[src/design/ugcl_pkg.sv]
// Shared types, codes and defaults of the uniform grid cell list.
package ugcl_pkg;

    localparam int UGCL_MAX_COLS      = 64;
    localparam int UGCL_MAX_ROWS      = 64;
    localparam int UGCL_PART_DEPTH    = 4096;
    localparam int UGCL_CELL_SHIFT    = 4;
    localparam int UGCL_LIST_CAP      = 64;

    localparam logic [6:0]  RST_GRID_COLS      = 7'd64;
    localparam logic [6:0]  RST_GRID_ROWS      = 7'd64;
    localparam logic [12:0] RST_PARTICLE_LIMIT = 13'd4096;

    localparam logic [1:0] REG_GRID_COLS      = 2'd0;
    localparam logic [1:0] REG_GRID_ROWS      = 2'd1;
    localparam logic [1:0] REG_PARTICLE_LIMIT = 2'd2;

    localparam logic [1:0] MODE_INSERT = 2'd0;
    localparam logic [1:0] MODE_REMOVE = 2'd1;
    localparam logic [1:0] MODE_MOVE   = 2'd2;
    localparam logic [1:0] MODE_LIST   = 2'd3;

    localparam logic [1:0] ST_OK      = 2'd0;
    localparam logic [1:0] ST_IGNORED = 2'd1;
    localparam logic [1:0] ST_UNBINNED = 2'd2;
    localparam logic [1:0] ST_EMPTY   = 2'd3;

    typedef struct packed {
        logic [1:0]         mode;
        logic [11:0]        particle;
        logic signed [23:0] pos_x;
        logic signed [23:0] pos_y;
        logic [11:0]        cell_select;
    } t_item;

    typedef struct packed {
        logic [1:0]  status;
        logic [11:0] cell_index;
        logic [12:0] cell_count;
        logic        cell_active;
        logic        cell_dirty;
        logic [11:0] member;
        logic        last;
    } t_result;

endpackage

[src/design/ugcl_bin.sv]
// Position to cell index unit: clamped column and row, then row * cols + col.
module ugcl_bin #(
    parameter int MAX_COLS   = ugcl_pkg::UGCL_MAX_COLS,
    parameter int MAX_ROWS   = ugcl_pkg::UGCL_MAX_ROWS,
    parameter int CELL_SHIFT = ugcl_pkg::UGCL_CELL_SHIFT
) (
    input  logic                                      i_clk,
    input  logic                                      i_load,
    input  logic signed [23:0]                        i_pos_x,
    input  logic signed [23:0]                        i_pos_y,
    input  logic [$clog2(MAX_COLS+1)-1:0]             i_cols,
    input  logic [$clog2(MAX_ROWS+1)-1:0]             i_rows,
    output logic [((MAX_COLS*MAX_ROWS) > 1 ? $clog2(MAX_COLS*MAX_ROWS) : 1)-1:0] o_cell
);
    import ugcl_pkg::*;

    localparam int SH   = 8 + CELL_SHIFT;
    localparam int CXW  = MAX_COLS > 1 ? $clog2(MAX_COLS) : 1;
    localparam int CYW  = MAX_ROWS > 1 ? $clog2(MAX_ROWS) : 1;
    localparam int CW   = (MAX_COLS*MAX_ROWS) > 1 ? $clog2(MAX_COLS*MAX_ROWS) : 1;

    logic [22:0]    sx, sy;
    logic [CXW-1:0] n_cx, r_cx;
    logic [CYW-1:0] n_cy, r_cy;
    logic [CW-1:0]  r_cell;

    always_comb begin
        sx = i_pos_x[22:0] >> SH;
        sy = i_pos_y[22:0] >> SH;
        if (i_pos_x[23]) begin
            n_cx = '0;
        end else if (sx >= 23'(i_cols)) begin
            n_cx = CXW'(i_cols - 1'b1);
        end else begin
            n_cx = CXW'(sx);
        end
        if (i_pos_y[23]) begin
            n_cy = '0;
        end else if (sy >= 23'(i_rows)) begin
            n_cy = CYW'(i_rows - 1'b1);
        end else begin
            n_cy = CYW'(sy);
        end
    end

    // Stage 2: product; user keeps grid size fixed while an item runs; unchecked.
    always_ff @(posedge i_clk) begin
        if (i_load) begin
            r_cx <= n_cx;
            r_cy <= n_cy;
        end
        r_cell <= CW'(32'(r_cy) * 32'(i_cols) + 32'(r_cx));
    end

    assign o_cell = r_cell;

endmodule
[config.mk]
export PLATFORM = sky130hd
export DESIGN_NAME = ugcl_bin
export DESIGN_NICKNAME = d
export VERILOG_FILES = /design/src/design/ugcl_pkg.sv /design/src/design/ugcl_bin.sv
export SDC_FILE = /design/constraint.sdc
export NUM_CORES = 1
export LEC_CHECK = 0
export BUFFER_PORTS_ARGS = -buffer_cell sky130_fd_sc_hd__buf_2
export CELL_PAD_IN_SITES_DETAIL_PLACEMENT = 1
export CELL_PAD_IN_SITES_GLOBAL_PLACEMENT = 1
export CORE_AREA = 4 4 93 95
export DETAILED_ROUTE_END_ITERATION = 7
export DIE_AREA = 0 0 97 99
export PLACE_DENSITY = 0.87
export SYNTH_ARGS = -nofsm -noshare
export SYNTH_HDL_FRONTEND = slang
export SYNTH_SLANG_ARGS = --single-unit
[constraint.sdc]
create_clock -name i_clk -period 4.5 [get_ports i_clk]
set_clock_uncertainty 0.2 [all_clocks]
set_input_delay 0.9 -clock i_clk [delete_from_list [all_inputs] [get_ports i_clk]]
set_output_delay 0.9 -clock i_clk [all_outputs]
set_load 0.01 [all_outputs]
==> impl_metrics.py <==
metrics = {
    "pwr": {
        "p_switching_mw": 0.6826,
        "power_density_nw_per_um2": 483.8,
        "leakagePower_nw": 1.702,
        "switching_share_pct": 40.58,
        "pwr-share-clk_pct": 11.7,
        "ir_drop_mv": 0.1996,
        "pwr-share-comb_pct": 69.2,
        "internal-power_mw": 0.9995,
        "seqPwrFrac_pct": 19.0,
    },
    "critical_path": {
        "required_ns": 4.51,
        "path_buf_inv": 5,
        "end_kind": "flop",
        "crit_type": "in -> reg",
        "cpMostUsedCell": "fa_1",
        "path_cells": "buf_6, and2_4, fa_1, inv_2, fa_1, inv_1, fa_1, inv_1, fa_1, inv_2, ha_4, and3_4, a2111oi_4, o21bai_1, a21oi_2, xnor2_1",
        "arrival_ns": 4.61,
        "worstSetupStartpointType": "input pin",
        "cp_max_fo": 4,
        "critPathSlowestCell": "fa_1",
        "r2r_setup_slack_ns": 0.16,
        "cpLargestDelayFamily": "adder cells",
        "max_stage_delay_ns": 0.55,
    },
    "route": {
        "dr.pass1.iters": 4,
        "wl_um": 6760,
        "drtAntennaViolNets": 0,
        "wl_per_cell_um": 14.70,
        "drtIter0Drc": 43,
        "num_vias": 2224,
        "drc": 0,
        "via_per_inst": 4.835,
    },
    "die": {
        "die_h_um": 99,
        "rows": 32,
        "die_area_um2": 9603,
        "core_area_um2": 7727,
        "pin_count": 76,
        "die_w_um": 97,
        "start_util_pct": 35.40,
    },
    "clock_network": {
        "path_clk_slew_ns": 0.10,
        "cts_tree": "done",
        "cts_hold_buf": 0,
        "clockRootBuffer": "clkbuf_8",
        "clock_path_buffers": 2,
        "insertion_delay_ns": 0.27,
        "cts_made_buffers": 3,
        "htree_levels": 1,
        "cts.sinks": 24,
    },
    "placed_design": {
        "port_buffers": 51,
        "dpl.hpwl_um": 5685,
        "gp_congestion": 0.8277,
    },
    "grt": {
        "grt_max_degree": 15,
        "gr-total-overflow": 0,
        "grt_pass1_vias": 2490,
        "grt_util_all_layers_pct": 14.07,
        "grt_pass1_wl_um": 11290,
        "antenna_found_initial": 0,
    },
    "synthesis": {
        "synth_cell_type_count": 29,
        "netlist_area_um2": 2735,
        "syn_area_per_cell_um2": 9.734,
        "synth_top_area_share_pct": 21.04,
        "syn-num-nets": 414,
        "yosys_register_bits": 24,
        "ys_seq_area_share_pct": 21.96,
        "synthCells": 281,
        "yosys.area.top_type": "ha_1",
        "yosysWarnings": 0,
        "synthTopCellsByArea": "ha_1, fa_1, edfxtp_1",
    },
    "sta": {
        "clock.fmax_mhz": 217.6,
        "fin_crit_sh_pct": 102.1,
        "holdWs_ns": 0.2821,
        "hold_viol": 0,
        "setup_tns_ns": -0.1041,
        "slew_headroom_pct": 76.52,
        "setup_slack_ns": -0.09520,
        "tightest_slew_ns": 0.3522,
        "fin_crit_ns": 4.595,
        "finalSetupViolCount": 2,
        "drv_slew": 0,
        "rsz0062_at_grt": "yes",
    },
    "layout": {
        "diodes": 0,
        "mostFrequentLayoutCell": "buf_2",
        "post_route_cells_drive_above_1_share_pct": 28.49,
        "area_growth_pct": 27.13,
        "layout_common_cells": "buf_2, ha_1, inv_1",
        "nets": 492,
    },
    "run_status": {
        "status": "finished, violations left",
        "failed_checks": "negative setup slack",
    },
    "min_path": {
        "hold_path_class": "reg -> reg",
    },
    "job": {
        "maxCapViolations": 0,
    },
}
kinds of logic after synthesis:
family                   after synthesis  synth area share, %
AO/OA/AOI/OAI                         31                8.280
XOR/XNOR                              21                6.724
adder cells (fa/ha/maj)               69                37.88
buffers and inverters                 38                5.215
flip-flops                            24                21.96
multiplexers                           8                2.928
AND/OR/NAND/NOR                       90                17.02
worst reg2reg max path, delay by kind of cell (launching register included):
| family | cells | cell delay, ns |
|---|---|---|
| buffers and inverters | 4 | 0.19 |
| and+or+nand+nor | 2 | 0.35 |
| xor gates and xnor gates | 1 | 0.12 |
| adders and majority gates | 5 | 2.28 |
| DFF | 1 | 0.42 |
| AOI/OAI and AO/OA | 3 | 0.70 |
power by group through the flow:
stage / Sequential, mW / Clock (mW) / Combinational, mW
global route: 0.327 / 0.212 / 1.29
finish: 0.320 / 0.197 / 1.16
global placement: 0.325 / 0 / 0.955
CTS: 0.321 / 0.201 / 1.05
floorplan: 0.353 / 0 / 0.630
detailed placement: 0.326 / 0 / 1.01
layer usage:
metal	vias to the layer above	GRT usage, %	part of all wire [%]
met5	-	0	0
met4	0	2.700	0.75
met3	4	2.689	4.3
met2	40	28.03	56
met1	1096	15.41	39
li1	1084	-	-
worst paths after layout:
check             startpoint        end  cells after the start
setup / recovery   i_cols[5]  o_cell[8]                     16
setup reg to reg     r_cy[0]  o_cell[8]                     15
hold reg to reg      r_cx[0]  o_cell[0]                      1
hold / removal       r_cx[0]  o_cell[0]                      1
area by class of cell:
cell class                      instances  area, um2
Clock inverter                          1      30.03
Tap cell                              102      127.6
Sequential cell                        24      600.6
Fill cell                             907       4250
Clock buffer                            3      41.29
Timing Repair Buffer                   74      440.4
Inverter                               37      138.9
Multi-Input combinational cell        219       2098
synth_stat cells:
master / n
a211oi_1: 3
o21bai_1: 1
edfxtp_1: 12
fa_1: 23
inv_1: 37
o21ai_1: 3
nor2_1: 17
a21oi_4: 2
a2111oi_4: 1
and2_1: 33
o21a_1: 2
nand2_1: 19
xnor2_1: 17
dfxtp_1: 12
and3_1: 2
nand3_1: 6
nor2b_1: 3
o211ai_1: 2
a21o_1: 2
mux2i_1: 8
nor3_1: 4
or2_2: 2
nor4_1: 3
a31oi_1: 1
ha_1: 46
xor2_1: 4
clkbuf_1: 1
a21oi_1: 14
and3_4: 1
state kept, by name, summed over array words and instances, names as in the netlist:
signal  count
o_cell     12
r_cx        6
r_cy        6
metrics by stage:
stage                     power (mW)  cells  util [%]  area [um2]  setup slack, ns
after global placement         1.280    454     42.70        3299          -0.2967
after global routing           1.833    460     45.00        3477          -0.2013
after detailed placement       1.333    454     42.70        3299          -0.3945
after CTS                      1.577    459     44.03        3402         -0.07604
after floorplan               0.9837    281         -        2773          -0.1043
final                          1.682    460     45.00        3477         -0.09520
repair_timing:
| item | in CTS | in global routing |
|---|---|---|
| endpoints found under the setup margin | 3 | 6 |
| pin swaps | 8 | 4 |
| gates resized for setup | 6 | 13 |
| setup buffers | 1 | 2 |
(Power assumes the default switching activity.)
